$ cat src/rtl/psms_ram.sv
// Generic single-port-write, single-port-read RAM with registered read data.
module psms_ram #(
  parameter int unsigned Width = 8,
  parameter int unsigned Depth = 16
) (
  input  logic clk,
  input  logic we,
  input  logic [((Depth > 1) ? $clog2(Depth) : 1)-1:0] waddr,
  input  logic [Width-1:0] wdata,
  input  logic [((Depth > 1) ? $clog2(Depth) : 1)-1:0] raddr,
  output logic [Width-1:0] rdata
);

  logic [Width-1:0] mem [Depth];

  always_ff @(posedge clk) begin
    if (we) begin
      mem[waddr] <= wdata;
    end
    rdata <= mem[raddr];
  end

endmodule

$ cat config.mk
export PLATFORM = sky130hd
export DESIGN_NAME = psms_ram
export DESIGN_NICKNAME = d
export VERILOG_FILES = /design/src/rtl/psms_ram.sv
export SDC_FILE = /design/constraint.sdc
export NUM_CORES = 1
export LEC_CHECK = 0
export ABC_AREA = 0
export BUFFER_PORTS_ARGS = -buffer_cell sky130_fd_sc_hd__buf_2
export CAP_MARGIN = 20
export CORE_ASPECT_RATIO = 0.5
export CORE_MARGIN = 5
export CORE_UTILIZATION = 30
export DETAILED_ROUTE_END_ITERATION = 16
export MAX_ROUTING_LAYER = met4
export SKIP_CTS_REPAIR_TIMING = 1
export SYNTH_ARGS = -nofsm -noshare
export SYNTH_HDL_FRONTEND = slang
export SYNTH_SLANG_ARGS = --single-unit
$ cat constraint.sdc
create_clock -name clk -period 1.7 [get_ports clk]
set_input_delay 0.255 -clock clk [delete_from_list [all_inputs] [get_ports clk]]
set_output_delay 0.255 -clock clk [all_outputs]
set_load 0.05 [all_outputs]
; ---- Yosys cells after proc, flatten, opt, wreduce, memory -nomap -nowiden
; Memories as Yosys holds them, arrays and structs flattened. A register that Yosys moved wholly into a read port is not among the register bits.
; Index checks and enable logic that the tools add are counted.
[totals]
in_bits = 18
wordCells = 3
register_bits = 0
mem_count = 1
ram_bits = 128
[memory_table]
columns = memory, depth, width, read_ports, rd_clocked_by_memory_dff, wr, line_no
row1 = mem, 16, 8, 1, 1, 1, 14  ; logic [Width-1:0] mem [Depth];
[op_classes]
muxes = 2
[ops]
columns = operator, count
row1 = $mux 1, 2

; ---- Longest topological paths before layout
; Gate-level depths: netlist (run 1).
[depth]
ltp_word = 2
ltp_mapped = 5
mapped_depth_nobuf = 3

; ---- Worst setup path before layout (run 1)
; No wires, ideal clock.
[synth_path]
kind = input -> register
startpoint = in waddr[2] in the netlist's numbering
endpoint = mem mem[0][0] (enable)
n_path_buf = 0
arrival_ps = 1365
setup_ps = 383
stages = 2
slack_ps = -48
t_required_ps = 1317
path_cell_list = or3b_2 > nor3_1
[synth_rtl]
columns = item, line_no
row1 = start: declaration, 8  ; input logic [((Depth > 1) ? $clog2(Depth) : 1)-1:0] waddr,
row2 = end: declaration, 14
; No word-level cell before the write port.

==> reports/qor.txt, run 1 <==
Critical path required time = 1.98 ns
Buffering stage count on the worst path with inverters included = 0
Routed vias/inst = 4.58
Portion of the post-synthesis area used by sequential elements = 0.778
Class of the tightest hold or removal check = in2reg
Final-layout setup total negative slack = 0 ns
Area of the die = 20,000 um2
Number of library cell types mapped by synthesis = 19
Achievable frequency = 700 MHz
WL final = 9890 um
Global routing usage summed across all routing layers = 0.109
Maximum fanout along the worst path = 1
CP delay by family, top = multiplexers
Max-cap violations = 0
Remaining DRCs = 0
Post-Route Utilization = 0.385
Overflow left after global routing = 0
Delay contributed by the slowest stage of the critical path = 0.50 ns
Finish-stage setup viols = 0
Worst slew margin = 0.723
H-tree levels = 4
Sequential cell area = 4000 um2
Number of nets in the synthesized netlist = 247
Final Critical Period = 1.43 ns
Nets = 303
Clock Path Buffers = 2
Mapped Area = 5150 um2
Number of nets with antenna violations after detailed routing = 0
Area used by multi-input combinational logic = 1060 um2
Die Y = 103 um
Synthesized instance count = 229
Setup repair after global routing missed its margin = false
Worst hold path stage count = 1
R2r setup slk = 0.27 ns
Number of logic stages on the critical path including buffering = 3
Number of warnings reported in the yosys synthesis log = 0
Initial antenna violation count = 0
Leak Pwr = 0.00217 uW
Slowest cell on the critical path = mux4_1
Depth of the worst register-to-register path = 3
Flip-flop and latch count after synthesis = 136
Startpoint Class = register
Filler Cell Count = 1,479
Initial standard-cell utilization of the core = 0.310
Vias in the first global route = 2,583
Number of ports placed on the die boundary = 26
Commonest cells after routing, fill and taps aside = edfxtp_1, buf_2, buf_4
Avg Inst Size Synth = 22.5 um2
Final hold viol count = 0
Clock latency at the later pin of the worst-skew pair = 0.41 ns
Largest net degree at the start of global routing = 33
Iter 0 DRT Violations = 267
CTS Buf Count = 17
Post-detailed-placement half-perimeter wirelength = 6130 um
Area added between synthesis and finish = 24.0%
Worst clock skew = 0.0142 ns
Via count of the routed design = 2,404
Worst Setup Path Type = reg2reg
Number of standard-cell rows in the floorplan = 33
Period utilisation layout = 0.840
Inserted Diodes = 0
Transition time at the pin with the least slew margin = 0.416 ns
Data arrival time of the worst path = 1.71 ns
Number of clock sinks = 136
Most common cell after layout, fill and taps aside = edfxtp_1
Maximum vdd ir drop = 0.619 mV
Chip width = 195 um
Outcome = finished clean
Clock Root Buffer = clkbuf_16
Sort of element at the end of the critical path = register
Wire length per cell = 18.8 um
Cell chain of the critical path = mux4_1 > a22oi_1 > nand2_1
Wire length of the first global-routing pass = 15,300 um
CTS clock-pin slew for the worst setup and hold paths = 0.06 ns
PnR Total Power = 8550 uW
Placer congestion estimate = 0.741
Number of buffers inserted by port buffering = 25
Power density normalized to cell area = 1340 nW/um2
Final max-slew violation count = 0
Core Box Area = 16,600 um2
Layout cell share with drive strength beyond 1 = 0.329
Total iterations of the first detailed-routing run = 5
TritonCTS clock tree = built
==> worst register-to-register path, cell delays in order (launching register included) <==
cell and delay [ns]:
edfxtp_1 0.36, mux4_1 0.50, a22oi_1 0.34, nand2_1 0.11
==> sequential cells by signal, indices dropped and copies added, names as in the netlist <==
| name | count |
|---|---|
| mem | 128 |
| rdata | 8 |
==> report_power, final <==
group / leakage, uW / internal, uW / switching (uW)
registers: 0.00122 / 3750 / 20.8
logic: 0.000601 / 159 / 273
clock network: 0.000344 / 3040 / 1310
==> cells in the mapped netlist <==
library cell     number  share of area
edfxtp_1            128           0.75
mux4_2               18          0.079
a22oi_1              16          0.023
mux4_1               14          0.071
nor2_1               13         0.0095
nand2_1               9         0.0066
dfxtp_1               8          0.031
nor3_1                4         0.0039
buf_2                 3         0.0029
buf_6                 3         0.0066
clkdlybuf4s25_2       3         0.0058
nand2b_1              2         0.0024
nand3b_1              2         0.0029
and2_1                1         0.0012
and2b_1               1         0.0015
buf_4                 1         0.0015
nand3_1               1        0.00097
nor2b_1               1         0.0012
or3b_2                1         0.0017
==> cells by family (layout without fill, tap and decap cells) <==
| family | count (synthesis) | in the layout | synth area share |
|---|---|---|---|
| buffers and inverters | 10 | 79 | 0.0168 |
| AO/OA/AOI/OAI | 16 | 16 | 0.0233 |
| multiplexers | 32 | 32 | 0.150 |
| AND/OR/NAND/NOR | 35 | 35 | 0.0318 |
| flip-flops | 136 | 136 | 0.778 |
==> metrics by stage <==
stage | std cells | area [um2] | setup WS [ns] | hold slack, ns
2_1_floorplan | 229 | 5150 | 0.179 | 0.354
3_3_place_gp | 493 | 5680 | -0.00299 | 0.639
3_5_place_dp | 493 | 5680 | -0.0180 | 0.650
4_1_cts | 525 | 6380 | 0.291 | 0.205
5_1_grt | 525 | 6380 | 0.235 | 0.217
6_report | 525 | 6380 | 0.272 | 0.227
==> per-layer routing <==
metal	routed length, um	track usage
met2	4960	0.175
met4	98	0.0450
met1	4400	0.131
met5	0	-
met3	435	0.0336
==> path summary, 6_finish.rpt <==
check,start,end
max,mem[1][2],rdata[2]
min,wdata[4],mem[4][4]
max reg2reg,mem[1][2],rdata[2]
min reg2reg,mem[12][1],rdata[1]
==> layout make-up <==
| class | instances | area share |
|---|---|---|
| clock buffers | 18 | 0.0672 |
| clock inverters | 14 | 0.0433 |
| multi-input cells | 83 | 0.166 |
| flip-flops and latches | 136 | 0.627 |
| well taps | 227 | 0.0445 |
| repair buffers | 47 | 0.0514 |
Power figures use the tool's default switching activity.
==> run 2, diff against run 1 <==
==> constraint.sdc (replaced) <==
create_clock -name clk -period 1.25 [get_ports clk]
set_input_delay 0.1875 -clock clk [delete_from_list [all_inputs] [get_ports clk]]
set_output_delay 0.1875 -clock clk [all_outputs]
set_load 0.05 [all_outputs]
==> run 2 against run 1 <==
Net effect:
- the run now ends with negative setup slack left
- critical path depth stayed put
- count of clock-buffer cells in the layout is 4 higher
- flip-flop and latch count stayed put
- wire length is 3.3% higher
- clock power is 15% higher
- clock skew is 0.0089 ns lower
- die area stayed put
- via count is 0.87% higher
- non-clock buffer count is 9 higher
- critical path type unchanged
==> reports/qor.txt, run 2 (synthesized netlist as in run 1, its figures left out) <==
Maximum fanout along the worst path = 1 (unchanged)
Final max-slew violation count = 0 (unchanged)
Worst Setup Path Type = reg2reg (unchanged)
Cell chain of the critical path = mux4_2 > a22oi_2 > nand2_1 (was mux4_1 > a22oi_1 > nand2_1)
Biggest regs = mem: 128 flops, rdata: 8 flops (unchanged)
Initial antenna violation count = 0 (unchanged)
Fraction of power spent switching nets = 0.199 (was 0.187)
Chip width = 195 um (unchanged)
CTS clock-pin slew for the worst setup and hold paths = 0.06 ns (about the same)
Area added between synthesis and finish = 25.3% (was 24.0%)
Clock Root Buffer = clkbuf_16 (unchanged)
Area of the die = 20,000 um2 (unchanged)
Clock group share of total power = 0.463 (was 0.508)
Met2 usage in global routing = 0.179 (was 0.175)
TritonCTS clock tree = built (unchanged)
Die Y = 103 um (unchanged)
Setup repair after global routing missed its margin = true (was false)
Transition time at the pin with the least slew margin = 1.02 ns (was 0.416 ns)
Finish-stage setup viols = 5 (was 0)
Layout cell share with drive strength beyond 1 = 0.418 (was 0.329)
Period utilisation layout = 1.05 (was 0.840)
Remaining DRCs = 0 (unchanged)
Register containing the most flip-flops in the final layout = mem (unchanged)
WL final = 10,200 um (was 9890 um)
Number of flip-flops under the largest register name = 128 (unchanged)
Sw power = 2150 uW (was 1600 uW)
Post-detailed-placement half-perimeter wirelength = 6590 um (was 6130 um)
Iter 0 DRT Violations = 198 (was 267)
Final Critical Period = 1.31 ns (was 1.43 ns)
Final hold viol count = 0 (unchanged)
Largest net degree at the start of global routing = 21 (was 33)
Clock latency at the later pin of the worst-skew pair = 0.42 ns (was 0.41 ns)
Total iterations of the first detailed-routing run = 4 (was 5)
CTS Buf Count = 17 (unchanged)
Wire length per cell = 19.2 um (was 18.8 um)
Violations in the final reports = negative setup slack
DP Worst Slack = -0.363 ns (was -0.0180 ns)
Final-layout setup total negative slack = -0.150 ns (was 0 ns)
Internal power consumption = 8620 uW (was 6940 uW)
Most common cell after layout, fill and taps aside = edfxtp_1 (unchanged)
Buffering stage count on the worst path with inverters included = 0 (unchanged)
Routed vias/inst = 4.55 (was 4.58)
Clock Path Buffers = 2 (unchanged)
Number of standard-cell rows in the floorplan = 33 (unchanged)
Vias in the first global route = 2,571 (was 2,583)
Nets = 312 (was 303)
Part of the power in combinational logic = 0.061 (was 0.051)
Class of the tightest hold or removal check = in2reg (unchanged)
Part of the total power dissipated in sequential elements = 0.476 (was 0.441)
Slowest cell on the critical path = mux4_2 (was mux4_1)
Post-route worst hold slack = 0.164 ns (was 0.227 ns)
Core Box Area = 16,600 um2 (unchanged)
Delay contributed by the slowest stage of the critical path = 0.48 ns (was 0.50 ns)
Peak-usage layer in the global routing report = met2 (unchanged)
Leak Pwr = 0.00215 uW (was 0.00217 uW)
Number of buffers inserted by port buffering = 25 (unchanged)
Placer congestion estimate = 0.743 (was 0.741)
Number of clock sinks = 136 (unchanged)
Max-cap violations = 0 (unchanged)
Commonest cells after routing, fill and taps aside = edfxtp_1, mux4_2, buf_2 (was edfxtp_1, buf_2, buf_4)
Achievable frequency = 763 MHz (was 700 MHz)
Wire length of the first global-routing pass = 15,500 um (was 15,300 um)
Maximum vdd ir drop = 1.08 mV (was 0.619 mV)
Number of nets with antenna violations after detailed routing = 0 (unchanged)
Worst clock skew = 0.00537 ns (was 0.0142 ns)
Global-route track usage on met1 = 0.135 (was 0.131)
Sort of element at the end of the critical path = register (unchanged)
Worst slew margin = 0.317 (was 0.723)
Global routing usage on met3 = 0.0251 (was 0.0336)
Inserted Diodes = 0 (unchanged)
Outcome = complete, but fails checks (was finished clean)
Overflow left after global routing = 0 (unchanged)
Critical path required time = 1.56 ns (was 1.98 ns)
Data arrival time of the worst path = 1.62 ns (was 1.71 ns)
Global routing usage summed across all routing layers = 0.110 (was 0.109)
Power density normalized to cell area = 1670 nW/um2 (was 1340 nW/um2)
H-tree levels = 4 (unchanged)
Final WS setup = -0.0613 ns (was 0.272 ns)
Initial standard-cell utilization of the core = 0.310 (unchanged)
Number of ports placed on the die boundary = 26 (unchanged)
Startpoint Class = register (unchanged)
Via count of the routed design = 2,425 (was 2,404)
CP delay by family, top = multiplexers (unchanged)
==> run 2: worst reg2reg max path: cells and delay by family, from the launching register on <==
kind | cells | cell delay (ns)
AOI/OAI and AO/OA | 1 | 0.27
and+or+nand+nor | 1 | 0.08
DFF | 1 | 0.37
muxes | 1 | 0.48
==> run 2: power groups by stage <==
stage / Clock (uW) / Combinational, uW / Sequential (uW)
detailed placement: 0 / 643 / 5220
floorplan: 0 / 281 / 5320
finish: 4980 / 657 / 5130
global placement: 0 / 630 / 5220
global route: 5280 / 706 / 5140
CTS: 5070 / 645 / 5130
==> run 2: stage by stage <==
| step | instances | power (uW) | util | area (um2) |
|---|---|---|---|---|
| after floorplan | 229 | 5600 | - | 5190 |
| after global placement | 502 | 5850 | 0.351 | 5830 |
| after detailed placement | 502 | 5870 | 0.351 | 5830 |
| after CTS | 533 | 10800 | 0.387 | 6420 |
| after global routing | 533 | 11100 | 0.389 | 6450 |
| final | 533 | 10800 | 0.389 | 6450 |
==> run 2: path summary, 6_finish.rpt <==
kind                   start   endpoint  slack [ns]  cells after the start
hold reg to reg   mem[14][5]   rdata[5]        0.67                      3
setup / recovery   mem[3][5]   rdata[5]       -0.06                      3
hold / removal      wdata[4]  mem[9][4]        0.16                      1
setup reg to reg   mem[3][5]   rdata[5]       -0.06                      3
==> run 2: layout make-up <==
type                            instances  area (um2)
Fill cell                            1461       10100
Sequential cell                       136        4000
Multi-Input combinational cell         83        1090
Clock buffer                           22         474
Timing Repair Buffer                   56         473
Tap cell                              227         284
Clock inverter                          9         123
==> run 2: metal layers <==
metal	vias to the layer above	part of all wire
met5	-	0
met4	0	0.013
met3	16	0.029
met2	52	0.51
met1	1264	0.45
li1	1093	-
