**config.mk**
```make
export PLATFORM = sky130hd
export DESIGN_NAME = psms_divsqrt
export DESIGN_NICKNAME = d
export VERILOG_FILES = /design/src/rtl/psms_divsqrt.sv
export SDC_FILE = /design/constraint.sdc
export NUM_CORES = 1
export LEC_CHECK = 0
export ABC_AREA = 1
export ABC_CLOCK_PERIOD_IN_PS = 10400
export BUFFER_PORTS_ARGS = -buffer_cell sky130_fd_sc_hd__buf_2
export CORE_MARGIN = 3
export CORE_UTILIZATION = 49
export DETAILED_ROUTE_END_ITERATION = 7
export PLACE_DENSITY = 0.8
export SLEW_MARGIN = 10
export SYNTH_ARGS = -nofsm -noshare
export SYNTH_HDL_FRONTEND = slang
export SYNTH_SLANG_ARGS = --single-unit
```
**constraint.sdc**
```tcl
create_clock -name clk -period 10.4 [get_ports clk]
set_input_delay 1.04 -clock clk [delete_from_list [all_inputs] [get_ports clk]]
set_output_delay 1.04 -clock clk [all_outputs]
set_load 0.02 [all_outputs]
```
**src/rtl/psms_divsqrt.sv**
```systemverilog
// Iterative unit: unsigned restoring division and integer square root.
module psms_divsqrt (
  input  logic clk,
  input  logic rst,
  input  logic start,
  input  logic is_sqrt,
  input  logic [63:0] num,
  input  logic [16:0] den,
  output logic busy,
  output logic [63:0] res
);

  logic [63:0] rem;
  logic [63:0] quo;
  logic [63:0] work;
  logic [6:0] step;
  logic mode;
  logic [64:0] trial;
  logic [65:0] strial;

  always_comb begin
    trial = {rem[63:0], work[63]} - {48'd0, den};
    strial = {rem, work[63:62]} - {quo, 2'b01};
  end

  always_ff @(posedge clk) begin
    if (rst) begin
      busy <= 1'b0;
    end else if (start) begin
      busy <= 1'b1;
      mode <= is_sqrt;
      work <= num;
      rem <= '0;
      quo <= '0;
      step <= is_sqrt ? 7'd32 : 7'd64;
    end else if (busy) begin
      if (mode) begin
        work <= {work[61:0], 2'b00};
        if (!strial[65]) begin
          rem <= strial[63:0];
          quo <= {quo[62:0], 1'b1};
        end else begin
          rem <= {rem[61:0], work[63:62]};
          quo <= {quo[62:0], 1'b0};
        end
      end else begin
        work <= {work[62:0], 1'b0};
        if (!trial[64]) begin
          rem <= trial[63:0];
          quo <= {quo[62:0], 1'b1};
        end else begin
          rem <= {rem[62:0], work[63]};
          quo <= {quo[62:0], 1'b0};
        end
      end
      step <= step - 7'd1;
      if (step == 7'd1) begin
        busy <= 1'b0;
      end
    end
  end

  assign res = quo;

endmodule

```
======== After elaboration in Yosys (flattened, before gate mapping) ========
Index checks and enable logic that the tools add are counted.
word-level totals
  word-level logic and storage cells ...... 31
  memories kept ........................... 0
  latch bits .............................. 0
  ROM bits ................................ 0
  input port bits ......................... 85
  bits in registers ....................... 201
  memory bits (writable) .................. 0
cells by class
  mux-type cells .......................... 17
  shift operators ......................... 0
  div/mod/pow operators ................... 0
  order comparisons ....................... 0
  eq/ne operators ......................... 1
  $mul .................................... 0
  add/subtract/negate cells ............... 3
  reductions and logical operators ........ 3
  bitwise logic cells ..................... 1
operator list
  kind                   count
  $mux W64               8
  $sub A66 B66 Y66       1
  $sub A65 B17 Y65       1
  $mux W7                3
  $eq A7 B1 Y1 const B   1
  $sub A7 B1 Y7 const B  1
  $mux W1                6
  $reduce_and A2 Y1      2
  $reduce_bool A2 Y1     1
  $not A1 Y1             1

======== Depth between registers and ports, before layout ========
Gate-level depths: netlist of the first run.
  depth after elaboration ................. 4
  mapped depth ............................ 22

======== Least setup slack after synthesis of the first run ========
OpenSTA, ideal clock, no wires.
  path type ............................... input to register
  start ................................... input port start
  end ..................................... register rem[0], enable pin
  setup time .............................. 761 ps
  data arrival time ....................... 9908 ps
  data required time ...................... 9639 ps
  stages .................................. 4
  path slack .............................. -269 ps
  cells stage by stage .................... clkbuf_1 clkbuf_1 nor2_1 nor2_1
between the ends
  longest elaborated chain between the ends .. 2
ends and longest elaborated chain
  element                       line  RTL
  from (decl)                   5     input logic start,
  $reduce_bool A2 Y1 (no line)  --
  $reduce_and A2 Y1 (no line)   --
  to (signal assigned)          40    rem <= strial[63:0];
  to (signal assigned)          43    rem <= {rem[61:0], work[63:62]};
  to (signal assigned)          49    rem <= trial[63:0];
  to (decl)                     13    logic [63:0] rem;
No other way between the ends.
A chain may end at the register's enable or synchronous reset.

======== Worst setup path in the final report of the first run ========
  start ................................... register work[63]
  end ..................................... register rem[6] (data pin)
between the ends
  longest elaborated chain between the ends .. 4
  elaborated cells between the ends (all ways) .. 6
  those cells by class .................... 2 x add/sub; 4 x mux
ends and longest elaborated chain
  element                                                      line    RTL
  from (decl)                                                  15      logic [63:0] work;
  from (signal assigned)                                       32      work <= num;
  from (signal assigned)                                       38      work <= {work[61:0], 2'b00};
  from (signal assigned)                                       47      work <= {work[62:0], 1'b0};
  $sub A66 B66 Y66 / $sub A65 B17 Y65 (equally long branches)  23, 22
  $mux W64, on equally long branches                           39, 48
  $mux W64 (*)                                                 37      if (mode) begin
  $mux W64 (*)                                                 36      end else if (busy) begin
Mark *: on every way between the ends. The rest lies on a longest branch, timed or not. The select of a mux whose other input is x is not followed.

==> results of run 1 <==
metrics by stage:
stage          power (mW)  instances
2_1_floorplan        1.79       3104
3_3_place_gp         2.06       3693
3_5_place_dp         2.07       3693
4_1_cts              3.07       3741
5_1_grt              3.24       3741
6_report             3.08       3741
cells in the final DEF (no fill, tap or decap), types with 9 or more instances in the layout:
cell	instances
nand3_1	232
o21bai_1	15
nand2_2	23
nand4_1	37
o21ai_0	36
edfxtp_1	200
nor2_1	394
ha_1	83
clkbuf_16	26
inv_1	511
nand2_1	1052
xor2_1	53
nand3b_1	9
a21oi_2	13
inv_2	18
buf_2	148
o21ai_1	25
nor3_1	23
a21oi_1	243
power by group through the flow:
stage | Sequential [mW] | Clock [mW] | Combinational (mW)
floorplan | 1.05 | 0 | 0.736
global placement | 1.05 | 0 | 1.01
detailed placement | 1.05 | 0 | 1.01
CTS | 1.04 | 1.01 | 1.02
global route | 1.05 | 1.03 | 1.16
finish | 1.04 | 0.998 | 1.04
final timing paths:
| kind | from | endpoint | slack (ps) | cells after the start |
|---|---|---|---|---|
| worst min register to register | busy$_SDFF_PP0_ | busy$_SDFF_PP0_ | 500 | 2 |
| worst max-delay path | work[63]$_DFFE_PP_ | rem[6]$_SDFFCE_PP0P_ | 5880 | 21 |
| worst min-delay path | busy$_SDFF_PP0_ | busy$_SDFF_PP0_ | 500 | 2 |
| worst max register to register | work[63]$_DFFE_PP_ | rem[6]$_SDFFCE_PP0P_ | 5880 | 21 |
per-layer routing:
layer  up-vias  global-route usage (%)  wire length [um]  share of wire (%)
li1       9978                       -                 -                  -
met1      9208                    43.0             27300                 42
met2      1058                    47.5             28100                 43
met3       143                    5.40              6910                 11
met4         0                    12.4              3020                4.6
met5         -                       0                 0                  0
worst register-to-register path, cell delays in order (launching register included):
cell	delay, ps
edfxtp_1	520
inv_2	150
ha_1	150
inv_1	70
fa_1	400
nand3_1	110
nand3_2	120
nand2_1	100
nand2_2	80
nand3_1	90
nand2_2	70
nand2_2	90
nand4_1	90
nand2_2	540
buf_4	680
inv_2	460
nand2_1	190
nand3_1	110
nand2_1	110
inv_1	50
nand2_1	50
inv_1	40
area by class of cell:
| class | count | area, um2 |
|---|---|---|
| timing repair buffer | 156 | 817 |
| clock inverter | 21 | 284 |
| sequential | 201 | 6030 |
| multi-input combinational | 2287 | 10800 |
| tap | 518 | 648 |
| fill | 4046 | 17500 |
| inverter | 531 | 2000 |
| clock buffer | 27 | 654 |
cell usage after synthesis, types with 2 or more instances:
cell      instances
ha_1             83
nand3_2           8
buf_4             6
clkbuf_1         49
and3_1            2
o21ai_1          25
buf_2            13
nand4_1          37
nand2_2          23
nand3b_1          9
nor2_1          395
nor2_2            8
nand2_4           6
o21ai_0          36
buf_1             8
xnor2_1           6
a21o_1            4
nor3b_1           2
a21oi_2          13
nand3_1         232
inv_2            18
nor3_1           23
inv_1           512
buf_6             8
or2_2             2
a21oi_1         243
xor2_1           53
edfxtp_1        200
nand2_1        1052
o21bai_1         15
nor4_1            2
state kept, by name (all words and copies together) (netlist names):
signal	cells
rem	64
work	64
mode	1
step	7
res	64
busy	1
cell families after synthesis:
family	Yosys count	share of synthesized area (%)
simple gates	1803	38.5
buf+inv	616	12.6
compound gates	341	9.47
flops	201	31.2
fa+ha+maj	84	5.49
xor+xnor	59	2.68
==> impl_metrics.py, run 1 <==
metrics = {
    "global_route": {
        "overflow": 0,
        "grt_max_degree": 171,
        "antenna_found_initial": 0,
        "first_global_vias": 18800,
        "grt_pass1_wl_um": 102000,
        "grtUsageTotal_pct": 30.8,
    },
    "sta": {
        "tightest_slew_ps": 986,
        "rsz0062_at_grt": "no",
        "holdWs_ps": 498,
        "fin_ws_ps": 5880,
        "fin_setup_tns_ps": 0,
        "fin_crit_sh_pct": 43.4,
        "setup_viol": 0,
        "final_hold_viol_count": 0,
        "slew_viol_final": 0,
        "finalClockSkew_ps": 30.1,
        "period_needed_ps": 4520,
        "slew_headroom_pct": 34.3,
        "fmax_mhz": 221,
    },
    "finish": {
        "synthToLayoutAreaGrowth_pct": 10.3,
        "antenna_cells": 0,
        "fin_util_pct": 54.9,
        "nets": 3372,
        "final_cell_area_mm2": 0.0213,
        "drive_above_1_share_pct": 8.84,
    },
    "critical_path": {
        "path_cells": "inv_2 > ha_1 > inv_1 > fa_1 > nand3_1 > nand3_2 > nand2_1 > nand2_2 > nand3_1 > nand2_2 > nand2_2 > nand4_1 > nand2_2 > buf_4 > inv_2 > nand2_1 > nand3_1 > nand2_1 > inv_1 > nand2_1 > inv_1",
        "cp-end-kind": "flop",
        "max_stage_delay_ps": 670,
        "worstPathArrival_ps": 4870,
        "worstPathRequired_ps": 10750,
        "crit_buf_inv": 6,
        "cp-start-kind": "flop",
        "worstSetupPathType": "reg2reg",
        "crit_family": "simple AND/OR/NAND/NOR gates",
        "crit_slowest_cell": "buf_4",
        "crit_fanout": 70,
    },
    "route": {
        "drtIter0Drc": 2323,
        "finalWirelength_um": 65400,
        "via_per_inst": 5.45,
        "drc": 0,
        "drtPass1Iterations": 6,
        "wl_per_cell_um": 17.5,
        "via_count": 20400,
        "ant_nets": 0,
    },
    "synth": {
        "syn-cell-area_mm2": 0.0193,
        "ys_ff_latch": 201,
        "netlist.area_leader.share_pct": 31.1,
        "ys_seq_area_share_pct": 31.2,
        "synthTopCellsByArea": "edfxtp_1 31%, nand2_1 20%, inv_1 10%",
        "avgSynthCellArea_um2": 6.21,
        "synth_cells": 3104,
        "ys_types": 42,
        "synth_edf_count": 200,
        "yosysTopAreaCell": "edfxtp_1",
        "syn_nets": 3273,
        "async_flop_share_pct": 0,
        "synth_ff_type": "edfxtp_1",
        "yosysWarningCount": 0,
    },
    "cts": {
        "cts_root_buf": "clkbuf_16",
        "post-cts-setup-buffers": 0,
        "clkSinkCount": 201,
        "clk_latency_ps": 590,
        "cts_tree": "done",
        "post_cts_resized": 0,
        "htreeDepth": 1,
        "cts.path.max_buffers": 3,
        "cts_hold_buf": 0,
        "numCtsBuffers": 26,
        "clk_pin_slew_ps": 70,
    },
    "run": {
        "drv_cap": 0,
    },
    "floorplanning": {
        "die_h_um": 204,
        "row_count": 72,
        "die_x_um": 204,
        "io_pins": 150,
        "dieArea_mm2": 0.0418,
        "start_util_pct": 49.8,
        "core_mm2": 0.0387,
    },
    "pwr": {
        "powerDensity_mw_per_mm2": 145,
        "p_sw_share_pct": 39.1,
        "combPwrFrac_pct": 33.9,
        "vdd_drop_max_uv": 136,
        "clock_power_share_pct": 32.4,
        "switching_power_mw": 1.21,
        "pwr-share-seq_pct": 33.8,
        "leakage_nw": 10.9,
        "intPower_mw": 1.88,
    },
    "placement": {
        "io_buffers": 149,
        "dpl_cell_area_mm2": 0.0203,
        "post-place-ws_ps": 5550,
        "dpl.hpwl_um": 50600,
        "routabilityCongestion": 1.06,
    },
    "status": {
        "outcome": "finished clean",
    },
    "min_path": {
        "hp-class": "reg2reg",
    },
}
Power figures use the tool's default switching activity.
==> run 2, diff against run 1 <==
--- a/config.mk
+++ b/config.mk
@@ -6,7 +6,7 @@
 export NUM_CORES = 1
 export LEC_CHECK = 0
 export ABC_AREA = 1
-export ABC_CLOCK_PERIOD_IN_PS = 10400
+export ABC_CLOCK_PERIOD_IN_PS = 3700
 export BUFFER_PORTS_ARGS = -buffer_cell sky130_fd_sc_hd__buf_2
 export CORE_MARGIN = 3
 export CORE_UTILIZATION = 49
==> constraint.sdc (replaced) <==
create_clock -name clk -period 3.7 [get_ports clk]
set_input_delay 0.37 -clock clk [delete_from_list [all_inputs] [get_ports clk]]
set_output_delay 0.37 -clock clk [all_outputs]
set_load 0.02 [all_outputs]
==> run 2 against run 1 <==
Clock-buffer cell count increased by 1. Sequential power increased to 2.8 times the previous value. Total power increased to 2.8 times the previous value. Register-to-register slack got worse by 5500 ps. First-iteration DRC count increased by 6.1%. Die area unchanged. Flip-flop and latch count unchanged. Sequential share of layout area decreased by 0.25 points. Critical path depth decreased by 8. Fmax increased by 38%. Global-route usage increased by 0.61 points. Critical endpoint is now rem[56]$_SDFFCE_PP0P_. Largest power group is now combinational cells. Highest routed layer unchanged.
==> impl_metrics.py, run 2 (same netlist as run 1, synthesis figures left out) <==
metrics = {
    "status": {
        "outcome": "finished clean",
    },
    "critical_path": {
        "reg2reg_to": "rem[56]$_SDFFCE_PP0P_",
        "crit_fanout": 5,
        "max_stage_delay_ps": 560,
        "r2r_start": "rem[48]$_SDFFCE_PP0P_",
        "cp.depth": 13,
        "crit_family": "simple AND/OR/NAND/NOR gates",
        "worstPathRequired_ps": 4120,
        "rrSetupSlack_ps": 420,
        "worstSetupPathType": "reg2reg",
        "crit_slowest_cell": "edfxtp_1",
        "crit_top_cell": "nor2_1",
        "path_cells": "ha_1 > nand2_1 > nor2_1 > inv_1 > nor3_1 > nand2_1 > nor2_1 > nor2_1 > nand2_1 > nand2_1 > a21oi_1 > nor2_1 > nor2_1",
        "crit_buf_inv": 1,
        "cp-start-kind": "flop",
        "reg2regPathDepth": 13,
        "cp-end-kind": "flop",
        "worstPathArrival_ps": 3700,
    },
    "run": {
        "drv_cap": 0,
    },
    "global_route": {
        "first_global_vias": 18900,
        "grtUsageTotal_pct": 31.4,
        "overflow": 0,
        "antenna_found_initial": 1,
        "grt_pass1_wl_um": 103000,
        "grt_max_degree": 96,
    },
    "cts": {
        "clk_latency_ps": 580,
        "cts_root_buf": "clkbuf_16",
        "cts.path.max_buffers": 3,
        "cts_tree": "done",
        "htreeDepth": 1,
        "post_cts_resized": 0,
        "clkSinkCount": 201,
        "numCtsBuffers": 25,
        "clk_pin_slew_ps": 60,
    },
    "floorplanning": {
        "die_x_um": 204,
        "dieArea_mm2": 0.0418,
        "start_util_pct": 49.8,
        "io_pins": 150,
        "core_mm2": 0.0387,
        "row_count": 72,
        "die_h_um": 204,
    },
    "pwr": {
        "power_mw": 8.59,
        "vdd_drop_max_uv": 357,
        "leakage_nw": 11.1,
        "powerDensity_mw_per_mm2": 400,
    },
    "route": {
        "wl_per_cell_um": 17.7,
        "drtIter0Drc": 2464,
        "drtPass1Iterations": 6,
        "via_count": 20500,
        "ant_nets": 0,
        "via_per_inst": 5.46,
        "drc": 0,
        "finalWirelength_um": 66600,
    },
    "min_path": {
        "worstHoldStart": "num[0]",
        "hp-class": "in2reg",
        "holdPathEnd": "work[0]$_SDFFCE_PN0P_",
        "hold_path_depth": 3,
    },
    "placement": {
        "dpl.hpwl_um": 52500,
        "io_buffers": 149,
        "routabilityCongestion": 1.09,
        "dp_cells": 3714,
    },
    "sta": {
        "slew_viol_final": 0,
        "period_needed_ps": 3280,
        "fin_crit_sh_pct": 88.7,
        "slew_headroom_pct": 30.5,
        "finalClockSkew_ps": 17.1,
        "tightest_slew_ps": 1040,
        "final_hold_viol_count": 0,
        "rsz0062_at_grt": "no",
        "setup_viol": 0,
        "fmax_mhz": 305,
    },
    "finish": {
        "antenna_cells": 0,
        "layout_common_cells": "1052 x nand2_1, 511 x inv_1, 393 x nor2_1",
        "synthToLayoutAreaGrowth_pct": 11.2,
        "finalNonFillerCells": 3762,
        "drive_above_1_share_pct": 9.40,
        "nets": 3394,
        "final_common_cell": "nand2_1",
    },
}
run 2: cell types whose count changed in the layout (fill, tap and decap cells not counted), moves of 2 or more:
cell	before	now
buf_12	1	7
clkinv_4	6	4
bufinv_16	5	3
dlygate4sd3_1	0	2
buf_4	6	21
clkbuf_8	0	3
clkinvlp_4	3	1
run 2: how the worst max path moves through the flow:
stage / start / endpoint / slack, ps
4_1_cts: work[63]$_DFFE_PP_ / rem[62]$_SDFFCE_PP0P_ / 430
3_5_place_dp: work[63]$_DFFE_PP_ / rem[10]$_SDFFCE_PP0P_ / 460
6_report: rem[48]$_SDFFCE_PP0P_ / rem[56]$_SDFFCE_PP0P_ / 420
5_1_grt: work[63]$_DFFE_PP_ / rem[61]$_SDFFCE_PP0P_ / 50
2_1_floorplan: start / rem[0]$_SDFFCE_PP0P_ / -340
3_3_place_gp: work[63]$_DFFE_PP_ / rem[56]$_SDFFCE_PP0P_ / 540
run 2: per-stage QoR:
step | hold WS [ps] | worst slack, ps | TNS, ps | utilization [%] | cell area (um2)
6_report | 55.1 | 418 | 0 | 55.4 | 21500
5_1_grt | 72.3 | 54.5 | 0 | 55.4 | 21500
4_1_cts | 34.1 | 431 | 0 | 55.4 | 21500
3_5_place_dp | 551 | 464 | 0 | 53.1 | 20600
3_3_place_gp | 541 | 542 | 0 | 53.1 | 20600
2_1_floorplan | 439 | -342 | -68000 | - | 19300
run 2: power by group:
group | leakage [nW] | switching [mW] | total (mW) | internal, mW
clock | 0.430 | 1.11 | 2.64 | 1.52
combinational | 8.68 | 2.09 | 3.04 | 0.947
sequential | 1.95 | 0.178 | 2.91 | 2.73
run 2: worst register-to-register path, delay by kind of cell (launching register included):
family | cells | cell delay [ps]
AOI/OAI and AO/OA | 1 | 320
adders and majority gates | 1 | 480
buffers and inverters | 1 | 80
DFF | 1 | 560
and+or+nand+nor | 10 | 1700
run 2: final cells by class:
type,count,area [um2]
clock buffers,28,667
inverters,531,2000
repair buffers,179,1070
fillers,3997,17300
flip-flops and latches,201,6030
clock inverters,18,199
multi-input cells,2287,10800
well taps,518,648
run 2: timing repair:
item	in CTS	in global routing
endpoints found under the hold margin	2	0
hold buffers	2	0
endpoints found under the setup margin	0	0
buffers inserted	0	0
run 2: per-layer routing:
layer	track usage (%)	share of wire (%)
met3	4.97	10
met1	43.2	41
met5	0	0
met2	49.3	43
met4	13.1	4.9
==> run 3, diff against run 2 <==
--- a/config.mk
+++ b/config.mk
@@ -8,10 +8,12 @@
 export ABC_AREA = 1
 export ABC_CLOCK_PERIOD_IN_PS = 3700
 export BUFFER_PORTS_ARGS = -buffer_cell sky130_fd_sc_hd__buf_2
+export CELL_PAD_IN_SITES_DETAIL_PLACEMENT = 1
+export CELL_PAD_IN_SITES_GLOBAL_PLACEMENT = 1
 export CORE_MARGIN = 3
-export CORE_UTILIZATION = 49
+export CORE_UTILIZATION = 40
 export DETAILED_ROUTE_END_ITERATION = 7
-export PLACE_DENSITY = 0.8
+export PLACE_DENSITY = 0.89
 export SLEW_MARGIN = 10
 export SYNTH_ARGS = -nofsm -noshare
 export SYNTH_HDL_FRONTEND = slang
==> constraint.sdc (replaced) <==
create_clock -name clk -period 3.7 [get_ports clk]
set_input_delay 0.185 -clock clk [delete_from_list [all_inputs] [get_ports clk]]
set_output_delay 0.185 -clock clk [all_outputs]
set_load 0.02 [all_outputs]
==> run 3 against run 2 <==
Largest power group unchanged. Highest routed layer unchanged. Total power increased by 3.7%. Critical endpoint is now rem[5]$_SDFFCE_PP0P_. Non-clock buffer count increased by 79. Flip-flop and latch count unchanged. Register-to-register slack got worse by 280 ps. Sequential power about the same.
==> impl_metrics.py, run 3 (same netlist as run 1, synthesis figures left out) <==
metrics = {
    "status": {
        "outcome": "finished clean",
    },
    "sta": {
        "slew_headroom_pct": 21.0,
        "period_needed_ps": 3560,
        "setup_viol": 0,
        "finalClockSkew_ps": 42.3,
        "final_hold_viol_count": 0,
        "fin_crit_sh_pct": 96.3,
        "fin_setup_tns_ps": 0,
        "slew_viol_final": 0,
        "fmax_mhz": 281,
        "tightest_slew_ps": 1180,
    },
    "cts": {
        "htreeDepth": 1,
        "clk_latency_ps": 610,
        "cts.path.max_buffers": 3,
        "numCtsBuffers": 27,
        "cts_root_buf": "clkbuf_16",
        "cts_tree": "done",
        "clk_pin_slew_ps": 60,
        "clkSinkCount": 201,
        "post-cts-setup-buffers": 0,
    },
    "route": {
        "finalWirelength_um": 86500,
        "drc": 0,
        "drtPass1Iterations": 5,
        "ant_nets": 0,
        "dr_wl_met2_um": 39000,
        "wl_met3_um": 6600,
        "wl_met1_um": 34200,
        "top_layer_used": "met4",
        "drtIter0Drc": 2003,
        "via_count": 22100,
        "wl_per_cell_um": 22.0,
        "via_per_inst": 5.61,
    },
    "finish": {
        "synthToLayoutAreaGrowth_pct": 15.6,
        "final_common_cell": "nand2_1",
        "drive_above_1_share_pct": 9.30,
        "finalNonFillerCells": 3935,
        "layout_common_cells": "1052 x nand2_1, 511 x inv_1, 393 x nor2_1",
        "fillers": 6398,
        "final_cell_area_mm2": 0.0223,
        "nets": 3475,
    },
    "min_path": {
        "holdPathEnd": "work[37]$_DFFE_PP_",
        "hp-class": "in2reg",
        "worstHoldStart": "num[37]",
        "hold_path_depth": 3,
    },
    "critical_path": {
        "worstPathArrival_ps": 3900,
        "reg2regPathDepth": 21,
        "cp-startpoint": "work[63]$_DFFE_PP_",
        "crit_family": "simple AND/OR/NAND/NOR gates",
        "r2r_start": "work[63]$_DFFE_PP_",
        "cp-end-kind": "flop",
        "rrSetupSlack_ps": 140,
        "crit_buf_inv": 6,
        "crit_top_cell": "nand2_1",
        "max_stage_delay_ps": 510,
        "cp-start-kind": "flop",
        "worstSetupPathType": "reg2reg",
        "reg2reg_to": "rem[5]$_SDFFCE_PP0P_",
        "worstPathRequired_ps": 4040,
        "crit_fanout": 26,
        "path_cells": "inv_2 > ha_1 > inv_1 > fa_1 > nand3_1 > nand3_2 > nand2_1 > nand2_2 > nand3_1 > nand2_2 > nand2_2 > nand4_1 > nand2_4 > inv_2 > buf_12 > nand2_1 > nand3_1 > nand2_1 > inv_1 > nand2_1 > inv_1",
        "crit_slowest_cell": "edfxtp_1",
    },
    "global_route": {
        "antenna_found_initial": 4,
        "grtUsageTotal_pct": 33.1,
        "first_global_vias": 22600,
        "overflow": 0,
        "grt_pass1_wl_um": 130000,
        "grt_max_degree": 124,
    },
    "pwr": {
        "leakage_nw": 11.4,
        "power_mw": 8.90,
        "powerDensity_mw_per_mm2": 399,
        "vdd_drop_max_uv": 376,
    },
    "floorplanning": {
        "io_pins": 150,
        "core_mm2": 0.0471,
        "die_h_um": 226,
        "die_x_um": 226,
        "dieArea_mm2": 0.0509,
        "row_count": 79,
        "start_util_pct": 41.0,
    },
    "run": {
        "drv_cap": 0,
    },
    "placement": {
        "dpl.hpwl_um": 61900,
        "dp_cells": 3817,
        "routabilityCongestion": 1.07,
        "dpl_cell_area_mm2": 0.0208,
        "io_buffers": 149,
    },
}
[run 3: cell type report]
type | count | area [um2] | share of cell area, %
diodes | 4 | 10.0 | 0.0449
clock buffers | 35 | 706 | 3.17
clock inverters | 12 | 120 | 0.539
inverters | 531 | 2000 | 8.96
multi-input cells | 2287 | 10900 | 48.7
flip-flops and latches | 201 | 6030 | 27.0
well taps | 607 | 759 | 3.41
repair buffers | 258 | 1820 | 8.15
[run 3: worst reg2reg max path, delay by kind of cell, from the launching register on]
family        cells  cell delay, ps
simple gates     13            1580
fa+ha+maj         2             620
buf+inv           6             620
flops             1             510
[run 3: layer usage]
metal	up-vias	track usage [%]
li1	10200	-
met1	10500	41.2
met2	1046	54.5
met3	314	5.28
met4	0	19.7
met5	-	0
[run 3: power by group]
part           internal [mW]  leakage (nW)  switching [mW]
Clock                   1.48         0.398            1.18
Combinational           1.01          9.02            2.30
Sequential              2.74          1.95           0.192
Total                   5.23          11.4            3.67
[run 3: what timing repair did]
action | 4_1_cts | 5_1_grt
hold buffers | 66 | 1
gates resized for setup | 0 | 1
hold endpoints to repair | 67 | 1
endpoints found under the setup margin | 0 | 1
[run 3: how the worst max path moves through the flow]
stage                             to  cells after the start  slack [ps]
6_report        rem[5]$_SDFFCE_PP0P_                     21         140
5_1_grt        rem[44]$_SDFFCE_PP0P_                     19         -30
4_1_cts        rem[37]$_SDFFCE_PP0P_                     15         400
3_5_place_dp   rem[37]$_SDFFCE_PP0P_                     15         430
3_3_place_gp   rem[37]$_SDFFCE_PP0P_                     15         420
2_1_floorplan   rem[0]$_SDFFCE_PP0P_                      4        -150
[run 3: metrics by stage]
| step | setup slack (ps) | utilization [%] | hold slack (ps) |
|---|---|---|---|
| floorplan | -146 | - | 247 |
| global placement | 417 | 44.2 | 404 |
| detailed placement | 429 | 44.2 | 412 |
| CTS | 404 | 47.3 | 8.37 |
| global route | -25.4 | 47.4 | 78.9 |
| finish | 138 | 47.4 | 82.8 |
